$ cat src/ewc_pkg.sv
// ============================================================================
// Elementwise combine package
// Shared widths, codes, word types and saturation helpers.
// ============================================================================
package ewc_pkg;

    localparam int WORD_W       = 32;
    localparam int PROD_W       = 2 * WORD_W;
    localparam int ACC_W        = PROD_W + 2;
    localparam int FIELD_INPUTS = 4;
    localparam int CNT_W        = 3;
    localparam int WIN_W        = 2;
    localparam int MODE_W       = 2;
    localparam int CFG_IDX_W    = 3;

    localparam int DEF_MAX_INPUTS = 4;
    localparam int DEF_FRAC_BITS  = 16;

    // Operation codes.
    localparam logic [MODE_W-1:0] MODE_PROD = 2'd0;
    localparam logic [MODE_W-1:0] MODE_SUM  = 2'd1;
    localparam logic [MODE_W-1:0] MODE_MAX  = 2'd2;

    // Register indexes.
    localparam logic [CFG_IDX_W-1:0] CFG_MODE        = 3'd0;
    localparam logic [CFG_IDX_W-1:0] CFG_COUNT       = 3'd1;
    localparam logic [CFG_IDX_W-1:0] CFG_COEFF_ZERO  = 3'd2;
    localparam logic [CFG_IDX_W-1:0] CFG_COEFF_ONE   = 3'd3;
    localparam logic [CFG_IDX_W-1:0] CFG_COEFF_TWO   = 3'd4;
    localparam logic [CFG_IDX_W-1:0] CFG_COEFF_THREE = 3'd5;

    localparam logic [CNT_W-1:0]         MIN_COUNT = 3'd2;
    localparam logic [CNT_W-1:0]         RST_COUNT = 3'd2;
    localparam logic signed [WORD_W-1:0] RST_COEFF = 32'sd65536;

    localparam logic [WIN_W-1:0] WIN_ZERO = 2'd0;
    localparam logic [WIN_W-1:0] WIN_ONE  = 2'd1;

    localparam logic signed [WORD_W-1:0] WORD_MAX = 32'sh7fff_ffff;
    localparam logic signed [WORD_W-1:0] WORD_MIN = 32'sh8000_0000;

    typedef struct packed {
        logic signed [WORD_W-1:0] value_zero;
        logic signed [WORD_W-1:0] value_one;
        logic signed [WORD_W-1:0] value_two;
        logic signed [WORD_W-1:0] value_three;
        logic                     last_in;
    } t_in_word;

    typedef struct packed {
        logic signed [WORD_W-1:0] combined;
        logic [WIN_W-1:0]         winner_index;
        logic                     last_out;
    } t_out_word;

    // Control that travels with each word down the pipeline.
    typedef struct packed {
        logic [MODE_W-1:0] mode;
        logic [CNT_W-1:0]  count;
        logic              last;
    } t_ctrl;

    // Sign-extends a full product to the accumulator width.
    function automatic logic signed [ACC_W-1:0] widen(input logic signed [PROD_W-1:0] x);
        widen = {{(ACC_W - PROD_W){x[PROD_W-1]}}, x};
    endfunction

    // Clamps an accumulator value to the signed word range.
    function automatic logic signed [WORD_W-1:0] sat_word(
        input logic signed [ACC_W-1:0] x
    );
        logic [ACC_W-WORD_W:0] top;
        top = x[ACC_W-1:WORD_W-1];
        if (top == '0 || top == '1) begin
            sat_word = x[WORD_W-1:0];
        end else if (x[ACC_W-1]) begin
            sat_word = WORD_MIN;
        end else begin
            sat_word = WORD_MAX;
        end
    endfunction

endpackage

$ cat src/ewc_lane.sv
// ============================================================================
// Elementwise combine multiplier lane
// Signed word by word multiply with a registered full-width product.
// ============================================================================
module ewc_lane (
    input  logic                                 i_clk,
    input  logic                                 i_en,
    input  logic signed [ewc_pkg::WORD_W-1:0]    i_a,
    input  logic signed [ewc_pkg::WORD_W-1:0]    i_b,
    output logic signed [ewc_pkg::PROD_W-1:0]    o_prod
);
    import ewc_pkg::*;

    logic signed [PROD_W-1:0] r_prod;

    always_ff @(posedge i_clk) begin
        if (i_en) begin
            r_prod <= i_a * i_b;
        end
    end

    assign o_prod = r_prod;

endmodule

$ cat config.mk
export PLATFORM = sky130hd
export DESIGN_NAME = ewc_lane
export DESIGN_NICKNAME = d
export VERILOG_FILES = /design/src/ewc_pkg.sv /design/src/ewc_lane.sv
export SDC_FILE = /design/constraint.sdc
export NUM_CORES = 2
export LEC_CHECK = 0
export BUFFER_PORTS_ARGS = -buffer_cell sky130_fd_sc_hd__buf_2
export CELL_PAD_IN_SITES_DETAIL_PLACEMENT = 1
export CELL_PAD_IN_SITES_GLOBAL_PLACEMENT = 1
export CORE_MARGIN = 3
export CORE_UTILIZATION = 45
export CTS_CLUSTER_SIZE = 8
export DETAILED_ROUTE_END_ITERATION = 7
export PLACE_DENSITY_LB_ADDON = 0.1
export REMOVE_ABC_BUFFERS = 1
export SLEW_MARGIN = 20
export SYNTH_ARGS = -nofsm -noshare
export SYNTH_HDL_FRONTEND = slang
export SYNTH_SLANG_ARGS = --single-unit
$ cat constraint.sdc
create_clock -name i_clk -period 9 [get_ports i_clk]
set_clock_uncertainty 0.05 [all_clocks]
set_input_delay 1.35 -clock i_clk [delete_from_list [all_inputs] [get_ports i_clk]]
set_output_delay 1.35 -clock i_clk [all_outputs]
set_load 0.005 [all_outputs]
# After elaboration in Yosys (flattened, before gate mapping)
# Cells that the tools add are included.
# classes
n_mul	1
# op_table
op	count
multiplier 32 x 32 -> 64 bit	1
# word_totals
reg_bits	64
elab_cells	2

# Longest topological paths before layout
# depth
ltp_word	1
depth_mapped	28
depth_no_buf	27

# Worst setup path after synthesis
# OpenSTA, ideal clock, no wires.
# synth_path
path_type	input port to flip-flop
from	input i_b[2] in the netlist's numbering
to	register r_prod[62] (netlist: o_prod[62]), data pin
t_arrival_ns	8.478
path_buffers	1
path_stages	24
path_slack_ns	0.203
cell_sequence	clkbuf_1 nand2_1 inv_1 fa_1 fa_1 fa_1 fa_1 inv_1 fa_1 inv_1 fa_1 inv_1 fa_1 inv_1 fa_1 ha_1 and3_1 nand2_1 or3_1 o22a_1 o211ai_1 a31oi_1 o31ai_1 xor2_1
# synth_between
elab_chain_len	1
# synth_rtl
element	line	rtl
from (decl)	ewc_lane.sv:9	input logic signed [ewc_pkg::WORD_W-1:0] i_b,
multiplier 32 x 32 -> 64 bit	ewc_lane.sv:18	r_prod <= i_a * i_b;
to (signal assigned)	ewc_lane.sv:18	
to (decl)	ewc_lane.sv:14	logic signed [PROD_W-1:0] r_prod;
# No other way between the ends.
# A chain may end at the register's enable or synchronous reset.

# Final worst setup path
# layout_path
from	input i_a[18] in the netlist's numbering
to	register r_prod[60] (netlist: o_prod[60]), data pin
# layout_between
elab_chain_len	1
# layout_rtl
element	line	rtl
from (decl)	ewc_lane.sv:8	input logic signed [ewc_pkg::WORD_W-1:0] i_a,
multiplier 32 x 32 -> 64 bit	ewc_lane.sv:18	
# No other way between the ends.

==> impl_metrics.tcl <==
set metrics [dict create \
    synth_flop_cell "edfxtp_1" \
    drive_above_1_share_pct 11.29 \
    maxCapViolations 0 \
    drt_iter0_drc 1246 \
    dr_total_vias 26783 \
    post-cts-setup-buffers 0 \
    crit_top_cell "fa_1" \
    multi_input_area_mm2 0.03164 \
    yosysTopAreaCell "fa_1" \
    drc 0 \
    gp_congestion 0.8962 \
    synthTopCellsByArea "fa_1 (57%), inv_1 (9.4%), and2_1 (8.5%)" \
    antenna_found_initial 8 \
    core_mm2 0.08277 \
    synth_common_cells "fa_1 (1,082), inv_1 (952), and2_1 (516)" \
    synth_edf_count 64 \
    fin_tns_setup_ps 0 \
    clk_pin_slew_ps 60 \
    syn_to_final_growth_pct 11.03 \
    seq_area_frac_synth_pct 5.073 \
    critPathArrivalTime_ps 8820 \
    cp_top_family "adder cells" \
    ctsHoldBuffers 0 \
    grt_max_degree 65 \
    hold_viol 0 \
    start_util_pct 45.77 \
    cp_max_fo 18 \
    fmax_ghz 0.1145 \
    clock-sinks 64 \
    finalSetupViolations 0 \
    grt_pass1_wl_um 183200 \
    routedWlPerCell_um 22.55 \
    yosysMostFrequentCell "fa_1" \
    slew_viol_final 0 \
    cts_buffer_depth 2 \
    dp_hpwl_um 102800 \
    cts_htree_levels 3 \
    synth-async-reset-ratio_pct 0 \
    rows 105 \
    port_buffers 129 \
    hold_class "primary input to flip-flop" \
    slowest_stage "fa_1" \
    max_slew_margin_pct 35.14 \
    cts_tree "built" \
    largest_reg_flops 64 \
    final_nets 5454 \
    drt_pass1_iterations 5 \
    grt_overflow 0 \
    required_ps 9080 \
    mappedNetlistArea_mm2 0.03788 \
    num_io_pins 130 \
    grtUsageTotal_pct 28.09 \
    ctsResizeCount 0 \
    cts_buffers 9 \
    seq_area_mm2 0.001922 \
    synth_seq_cells 64 \
    synth_area_per_cell_um2 9.753 \
    worst_pin_slew_ps 972.9 \
    synth_cell_type_count 63 \
    critical_path.startpoint_type "primary input" \
    fillCellCount 9375 \
    max_stage_delay_ps 580 \
    yosys.area.top_type_share_pct 57.18 \
    die_y_um 296.1 \
    yosysWarningCount 0 \
    die_w_um 296.1 \
    end_kind "flip-flop" \
    synth_cells 3884 \
    path_class "primary input to flip-flop" \
    period_minus_slack_ps 8735 \
    grt_pass1_vias 31312 \
    viasPerCell 5.145 \
    ant_nets 0 \
    clock_tree.root_cell "clkbuf_16" \
    die_area_mm2 0.08770 \
    rsz0062_at_grt "false" \
    fin_crit_sh_pct 97.06 \
    wirelength_um 117400 \
    status "finished clean" \
    worst-path-buf-inv 6 \
]
-- per-layer routing --
metal | share of wire, % | wire, um | GRT usage [%]
met1 | 42 | 49850 | 37.74
met2 | 49 | 57770 | 47.99
met3 | 5.2 | 6084 | 3.842
met4 | 3.1 | 3674 | 7.821
met5 | 0.017 | 20 | 0
-- cell families (layout without fill, tap and decap cells) --
family	count (synthesis)	count (layout)	synth area share, %
AO/OA/AOI/OAI	193	193	3.405
other	0	9	0
flip-flops	64	64	5.073
XOR/XNOR	75	75	1.734
adder cells (fa/ha/maj)	1266	1266	63.26
buffers and inverters	1152	1395	11.42
AND/OR/NAND/NOR	1134	1134	15.11
-- layout make-up --
class | instances | share of cell area [%]
Antenna cell | 9 | 0.05354
Clock buffer | 10 | 0.5444
Clock inverter | 6 | 0.1428
Inverter | 952 | 8.495
Multi-Input combinational cell | 2668 | 75.22
Sequential cell | 64 | 4.569
Tap cell | 1070 | 3.183
Timing Repair Buffer | 427 | 7.796
-- through the flow --
step / util [%] / area (um2) / hold slack (ps) / setup slack [ps] / std cells
after floorplan: - / 37130 / 1413 / 431.7 / 3684
after global placement: 50.40 / 41720 / 1691 / -178.0 / 5181
after detailed placement: 50.40 / 41720 / 1694 / -234.9 / 5181
after CTS: 50.75 / 42000 / 1609 / 33.74 / 5197
after global routing: 50.80 / 42040 / 1645 / 5.736 / 5198
final: 50.82 / 42060 / 1605 / 265.0 / 5206
-- cell usage in the layout, fill, tap and decap left out, types with 3 or more instances in the layout --
cell / count
a211oi_2: 3
and4_1: 3
nand4_1: 7
diode_2: 9
nor2b_1: 3
a31oi_1: 12
and2_1: 516
clkbuf_4: 10
nand3_1: 15
xnor2_1: 53
o211ai_1: 3
ha_1: 184
buf_2: 117
inv_1: 952
buf_12: 29
clkbuf_16: 9
and3_1: 7
o21a_1: 4
buf_4: 270
nand2b_1: 9
o21ai_0: 28
o31ai_1: 6
a21oi_1: 68
nor2_1: 42
a211oi_1: 4
clkinv_2: 3
a21boi_0: 3
or3_1: 4
a21o_1: 23
o21bai_1: 15
edfxtp_1: 64
nand2_1: 511
nor3_1: 6
xor2_1: 22
fa_1: 1082
-- worst paths after layout --
check / to / cells after the start / slack [ps] / from
worst max-delay path: o_prod[60] / 26 / 270 / i_a[18]
worst min-delay path: o_prod[56] / 1 / 1600 / i_en
Power is not shown: default switching activity piles up to over one toggle a cycle in this logic, so the estimate is an artifact.
