<file path="src/ewc_pkg.sv">
// ============================================================================
// Elementwise combine package
// Shared widths, codes, word types and saturation helpers.
// ============================================================================
package ewc_pkg;

    localparam int WORD_W       = 32;
    localparam int PROD_W       = 2 * WORD_W;
    localparam int ACC_W        = PROD_W + 2;
    localparam int FIELD_INPUTS = 4;
    localparam int CNT_W        = 3;
    localparam int WIN_W        = 2;
    localparam int MODE_W       = 2;
    localparam int CFG_IDX_W    = 3;

    localparam int DEF_MAX_INPUTS = 4;
    localparam int DEF_FRAC_BITS  = 16;

    // Operation codes.
    localparam logic [MODE_W-1:0] MODE_PROD = 2'd0;
    localparam logic [MODE_W-1:0] MODE_SUM  = 2'd1;
    localparam logic [MODE_W-1:0] MODE_MAX  = 2'd2;

    // Register indexes.
    localparam logic [CFG_IDX_W-1:0] CFG_MODE        = 3'd0;
    localparam logic [CFG_IDX_W-1:0] CFG_COUNT       = 3'd1;
    localparam logic [CFG_IDX_W-1:0] CFG_COEFF_ZERO  = 3'd2;
    localparam logic [CFG_IDX_W-1:0] CFG_COEFF_ONE   = 3'd3;
    localparam logic [CFG_IDX_W-1:0] CFG_COEFF_TWO   = 3'd4;
    localparam logic [CFG_IDX_W-1:0] CFG_COEFF_THREE = 3'd5;

    localparam logic [CNT_W-1:0]         MIN_COUNT = 3'd2;
    localparam logic [CNT_W-1:0]         RST_COUNT = 3'd2;
    localparam logic signed [WORD_W-1:0] RST_COEFF = 32'sd65536;

    localparam logic [WIN_W-1:0] WIN_ZERO = 2'd0;
    localparam logic [WIN_W-1:0] WIN_ONE  = 2'd1;

    localparam logic signed [WORD_W-1:0] WORD_MAX = 32'sh7fff_ffff;
    localparam logic signed [WORD_W-1:0] WORD_MIN = 32'sh8000_0000;

    typedef struct packed {
        logic signed [WORD_W-1:0] value_zero;
        logic signed [WORD_W-1:0] value_one;
        logic signed [WORD_W-1:0] value_two;
        logic signed [WORD_W-1:0] value_three;
        logic                     last_in;
    } t_in_word;

    typedef struct packed {
        logic signed [WORD_W-1:0] combined;
        logic [WIN_W-1:0]         winner_index;
        logic                     last_out;
    } t_out_word;

    // Control that travels with each word down the pipeline.
    typedef struct packed {
        logic [MODE_W-1:0] mode;
        logic [CNT_W-1:0]  count;
        logic              last;
    } t_ctrl;

    // Sign-extends a full product to the accumulator width.
    function automatic logic signed [ACC_W-1:0] widen(input logic signed [PROD_W-1:0] x);
        widen = {{(ACC_W - PROD_W){x[PROD_W-1]}}, x};
    endfunction

    // Clamps an accumulator value to the signed word range.
    function automatic logic signed [WORD_W-1:0] sat_word(
        input logic signed [ACC_W-1:0] x
    );
        logic [ACC_W-WORD_W:0] top;
        top = x[ACC_W-1:WORD_W-1];
        if (top == '0 || top == '1) begin
            sat_word = x[WORD_W-1:0];
        end else if (x[ACC_W-1]) begin
            sat_word = WORD_MIN;
        end else begin
            sat_word = WORD_MAX;
        end
    endfunction

endpackage

</file>
<file path="src/ewc_merge.sv">
// ============================================================================
// Elementwise combine merge stage
// Adds the lane products of the active inputs and picks the maximum input.
// ============================================================================
module ewc_merge #(
    parameter int N_LANES = ewc_pkg::DEF_MAX_INPUTS
) (
    input  logic                              i_clk,
    input  logic                              i_en,
    input  ewc_pkg::t_ctrl                    i_ctrl,
    input  ewc_pkg::t_in_word                 i_data,
    input  logic signed [ewc_pkg::PROD_W-1:0] i_prod [N_LANES],
    output logic signed [ewc_pkg::ACC_W-1:0]  o_sum,
    output logic signed [ewc_pkg::WORD_W-1:0] o_max,
    output logic [ewc_pkg::WIN_W-1:0]         o_win
);
    import ewc_pkg::*;

    logic signed [ACC_W-1:0]  sum;
    logic signed [WORD_W-1:0] vals [FIELD_INPUTS];
    logic signed [WORD_W-1:0] best;
    logic [WIN_W-1:0]         best_idx;

    logic signed [ACC_W-1:0]  r_sum;
    logic signed [WORD_W-1:0] r_max;
    logic [WIN_W-1:0]         r_win;

    assign vals[0] = i_data.value_zero;
    assign vals[1] = i_data.value_one;
    assign vals[2] = i_data.value_two;
    assign vals[3] = i_data.value_three;

    // The exact sum of the lane products; rounding happens after the add.
    always_comb begin
        sum = '0;
        for (int i = 0; i < N_LANES; i++) begin
            if (CNT_W'(i) < i_ctrl.count) begin
                sum = sum + widen(i_prod[i]);
            end
        end
    end

    // Input one wins a tie with input zero; later inputs need strictly more.
    always_comb begin
        if (vals[0] > vals[1]) begin
            best     = vals[0];
            best_idx = WIN_ZERO;
        end else begin
            best     = vals[1];
            best_idx = WIN_ONE;
        end
        for (int i = 2; i < FIELD_INPUTS; i++) begin
            if (CNT_W'(i) < i_ctrl.count && vals[i] > best) begin
                best     = vals[i];
                best_idx = WIN_W'(i);
            end
        end
    end

    always_ff @(posedge i_clk) begin
        if (i_en) begin
            r_sum <= sum;
            r_max <= best;
            r_win <= best_idx;
        end
    end

    assign o_sum = r_sum;
    assign o_max = r_max;
    assign o_win = r_win;

endmodule

</file>
<file path="config.mk">
export PLATFORM = sky130hd
export DESIGN_NAME = ewc_merge
export DESIGN_NICKNAME = d
export VERILOG_FILES = /design/src/ewc_pkg.sv /design/src/ewc_merge.sv
export SDC_FILE = /design/constraint.sdc
export NUM_CORES = 1
export LEC_CHECK = 0
export ABC_AREA = 0
export BUFFER_PORTS_ARGS = -buffer_cell sky130_fd_sc_hd__buf_2
export CAP_MARGIN = 20
export CORE_MARGIN = 1
export CORE_UTILIZATION = 40
export DETAILED_ROUTE_END_ITERATION = 6
export GPL_ROUTABILITY_DRIVEN = 0
export PLACE_DENSITY_LB_ADDON = 0.3
export SYNTH_ARGS = -nofsm -noshare
export SYNTH_HDL_FRONTEND = slang
export SYNTH_SLANG_ARGS = --single-unit
</file>
<file path="constraint.sdc">
create_clock -name i_clk -period 11.89 [get_ports i_clk]
set_input_delay 2.378 -clock i_clk [delete_from_list [all_inputs] [get_ports i_clk]]
set_output_delay 2.378 -clock i_clk [all_outputs]
set_load 0.03 [all_outputs]
</file>
# ---- Yosys cells after proc, flatten, opt, wreduce, memory -nomap -nowiden
# Index checks and enable logic that the tools add are counted.
dict set report op_classes {
  n_addsub 3
  multipliers 0
  div 0
  magnitude_cmp 7
  n_eq_ne 0
  shift 0
  muxes 9
  bitwise 0
  n_reduce_logical 3
}
# operator n
set op_table {}
lappend op_table {{66-bit two-way mux} 4}
lappend op_table {{66-bit by 64-bit adder with 66-bit output} 3}
lappend op_table {{32-bit > comparator} 3}
lappend op_table {{32-bit two-way mux} 3}
lappend op_table {{1-bit by 3-bit < comparator with 1-bit output, first input constant} 2}
lappend op_table {{2-bit by 3-bit < comparator with 1-bit output, first input constant} 2}
lappend op_table {{1-bit logical AND} 2}
lappend op_table {{1-bit two-way mux} 2}
lappend op_table {{2-bit OR reduction} 1}
dict set report totals {
  regBits 100
  latch_bits 0
  ramBits 0
  mem_bits_ro 0
  output_inout_bits 100
  wordCells 26
  mem_count 0
}

# ---- Depth between registers and ports, before layout
dict set report logic_depth {
  depth_word 8
  depth_mapped 47
  depth_no_buf 42
}

# ---- Least setup slack after synthesis
# Ideal clock, no wire load.
dict set report synth_timing {
  path_type {in2reg}
  from {input port i_ctrl[2] in the netlist's numbering}
  to {register r_sum[58] (netlist: o_sum[58]) (data pin)}
  t_arrival_ps 10609
  required_ps 11630
  path_slack_ps 1021
  cell_stages 43
  path_buffers 4
  path_cell_list {buf_2 > or3_1 > buf_1 > clkbuf_1 > clkbuf_1 > and2_1 > ha_1 > inv_1 > fa_1 > nor2b_1 > o21ai_0 > a21boi_1 > o31a_1 > o21ai_0 > a21oi_1 > a2bb2oi_1 > o21ai_0 > a31oi_1 > [... 7 more ...] > o21ai_0 > a21oi_1 > o211ai_1 > a21boi_0 > xnor2_1 > mux2_2 > ha_1 > a21o_1 > a21o_1 > a21oi_1 > nand2_1 > o22ai_1 > a41oi_1 > a221oi_1 > o31ai_1 > a41oi_1 > xnor2_1 > mux2_2}
}
dict set report synth_via {
  elab_chain_cells 8
  elab_cells_between_ends 11
  cone_classes {add/sub: 3; order compare: 4; mux: 4}
}
# element line_no
set synth_rtl {}
lappend synth_rtl {{from (decl)} ewc_merge.sv:10} ;# input ewc_pkg::t_ctrl i_ctrl,
lappend synth_rtl {{1-bit by 3-bit < comparator with 1-bit output} ewc_merge.sv:37} ;# if (CNT_W'(i) < i_ctrl.count) begin
lappend synth_rtl {{66-bit two-way mux} ewc_merge.sv:37}
lappend synth_rtl {{66-bit by 64-bit adder with 66-bit output} ewc_merge.sv:38} ;# sum = sum + widen(i_prod[i]);
lappend synth_rtl {{66-bit two-way mux} ewc_merge.sv:37}
lappend synth_rtl {{66-bit by 64-bit adder with 66-bit output} ewc_merge.sv:38}
lappend synth_rtl {{66-bit two-way mux} ewc_merge.sv:37}
lappend synth_rtl {{66-bit by 64-bit adder with 66-bit output} ewc_merge.sv:38}
lappend synth_rtl {{66-bit two-way mux *} ewc_merge.sv:37}
lappend synth_rtl {{net sum[58]} ewc_merge.sv:19} ;# logic signed [ACC_W-1:0] sum;
lappend synth_rtl {{to (signal assigned)} ewc_merge.sv:62} ;# r_sum <= sum;
lappend synth_rtl {{to (decl)} ewc_merge.sv:24} ;# logic signed [ACC_W-1:0] r_sum;
# Mark *: on every way through the listed nets, which the timed path passes. The rest lies on a longest branch.
# A chain may end at the register's enable or synchronous reset.

# ---- Worst setup path after layout
dict set report layout_timing {
  from {input port i_ctrl[3] in the netlist's numbering}
  to {register r_sum[62] (netlist: o_sum[62]) (data pin)}
}
# The elaborated chain is that of the path after synthesis.

==> metrics.txt <==
Die Span Y 229 µm; hpwl dp 63400 µm; # DRC 0; critical path peak fanout 13; final wirelength 74900 µm; Cell Pwr Density 160 mW/mm²; Int Pwr 1920 µW; most frequent CP cell buf_4; net count after synthesis 3396; port bufs 488; Max Freq 87.7 MHz; clk slew on worst S/H paths 80 ps; Clock Path Buffers 2; IO Pins 493; fraction of layout cells with a size suffix above 1 20.5%; hold buffers post-CTS 0; clock root buffer clkbuf_16; cts repair resizes 0; drt first pass iters 6; Netlist Area Pre-Place 0.0206 mm²; post-synthesis cell count 2719; Slew @ Worst Pin 790 ps; Seq pwr share 15.2%; sequential area share after synthesis 14.6%; part of the power in the clock network 8.7%; Max Slew Vio Count 0; syn_area_per_cell 7.57 µm²; FF+latch count, synth 100; Area after DPL 0.0237 mm²; crit-path max cell delay 620 ps; FFs w/ async S/R, synth 0%; crit end category register; initial core utilization 40.8%; Die X 229 µm; Core ar. 0.0505 mm²; total CTS buffers 9; Distinct cells, synth 82; initial antenna violation count 20; number of synthesized flops with an enable pin 100; DR vias 21700; nets 3798; routed len/inst 19.6 µm; Tmin final 11400 ps; Logic pwr share 76.1%; status finished clean; Final Hold Viols 0; critical path type input pin to register; top post-synthesis cells by count ha_1 (281), a21oi_1 (272), nand2_1 (256); Detailed Route Iter0 Violations 1496; Setup TNS 0 ps; Tot Pwr 3850 µW; design area 0.0241 mm²; RSZ-0062 raised after global routing no; number of global-route vias before repair 20200; GR Overflow Total 0; CTS Sinks 100; Sw Ratio 50.3%; CP required 12100 ps; Pleak 0.0117 µW; synthesis-to-layout area growth 16.9%; # setup viols final 0; dominant cell type by area after synthesis ha_1; critical path's slowest cell or3_2; global-route wire length before repair 113000 µm; Tcrit/Tclk final 95.9%; placement row count 82; yosys warns 0; CP Launch Type input pin; MaxCap Viol Count 0; ys flop type edfxtp_1; GRT Total Usage 27.5%; Peak VDD IR 87.4 µV; H-tree depth 3; Arr. time, crit path 11610 ps; switching power total 1940 µW; CTS tree yes; post-route ant nets 0; die footprint 0.0524 mm²; postcts setup bufs 0; largest net degree at the start of global routing 69; Worst slew margin 47.0%; via-per-instance ratio 5.69; most numerous cell in the Yosys netlist ha_1; Synth top area share 17.1%; Hold/Removal Path Class input pin to register; Synth area leaders ha_1 (17%), edfxtp_1 (15%), a21oi_1 (6.6%)
[layout make-up]
cell class	instances	area (µm²)
clock inverters	7	97.6
diodes	17	42.5
repair buffers	532	2790
fillers	5196	26400
flip-flops and latches	100	3000
clock buffers	9	225
well taps	672	841
inverters	166	623
multi-input cells	2312	16400
[per-stage QoR]
step / utilization, % / worst slack [ps] / std cells / hold slack, ps
3_3_place_gp: 46.9 / 298 / 3782 / 2720
2_1_floorplan: - / 1020 / 2719 / 2490
4_1_cts: 47.5 / 632 / 3798 / 2310
6_report: 47.7 / 488 / 3815 / 2330
3_5_place_dp: 46.9 / 247 / 3782 / 2720
5_1_grt: 47.7 / 10.6 / 3813 / 2320
[sequential cells by signal, indices dropped and copies added, names as in the netlist]
| signal | cells |
|---|---|
| o_max | 32 |
| o_sum | 66 |
| o_win | 2 |
[metal layers]
layer  up-vias  GRT usage [%]  wire length [µm]
met1      9983           36.6             33600
li1      10800              -                 -
met4         6           10.1              2410
met3        99           3.37              4750
met2       771           45.5             34100
met5         -              0                39
[placed cells by master, fill, tap and decap left out, types with 18 or more instances in the layout]
cell type / count
ha_1: 281
nand2b_1: 19
a211oi_1: 18
nor2_1: 148
and2_1: 60
nand3_1: 45
o31ai_1: 20
o21bai_1: 46
o21ai_0: 210
buf_4: 45
inv_1: 166
o21a_1: 32
nand2_1: 255
xnor2_1: 121
a21oi_1: 271
mux2_2: 57
a21o_1: 168
mux2i_1: 71
nor2b_1: 35
nand4_1: 74
and3_1: 20
xor2_1: 71
buf_2: 486
edfxtp_1: 100
a31oi_1: 35
nor3_1: 21
o211ai_1: 21
[worst max-delay path: cells and delay by family]
kind / cells / cell delay (ps)
AO/OA/AOI/OAI: 21 / 5150
adder cells (fa/ha/maj): 4 / 1560
buffers and inverters: 5 / 900
XOR/XNOR: 3 / 390
AND/OR/NAND/NOR: 7 / 1250
[cells by family (layout without fill, tap and decap cells)]
family	after synthesis	after routing	synth area share [%]
adders and majority gates	290	290	17.7
xor gates and xnor gates	192	192	8.17
AOI/OAI and AO/OA	959	959	29.3
buffers and inverters	307	714	5.93
muxes	132	132	6.80
other	0	17	0
DFF	100	100	14.6
and+or+nand+nor	739	739	17.5
[path summary, 6_finish.rpt]
check      start             endpoint  slack (ps)  depth (start not counted)
max    i_ctrl[3]  o_sum[62]$_DFFE_PP_         490                         40
min    i_data[1]   o_max[0]$_DFFE_PP_        2330                          2
[power by group through the flow]
stage | combinational [µW] | clock, µW | sequential, µW
detailed placement | 2870 | 0 | 595
global route | 3200 | 361 | 596
floorplan | 1880 | 0 | 833
global placement | 2860 | 0 | 593
CTS | 2890 | 348 | 587
finish | 2930 | 337 | 585
Note: power is estimated with default switching activity, not from simulation.
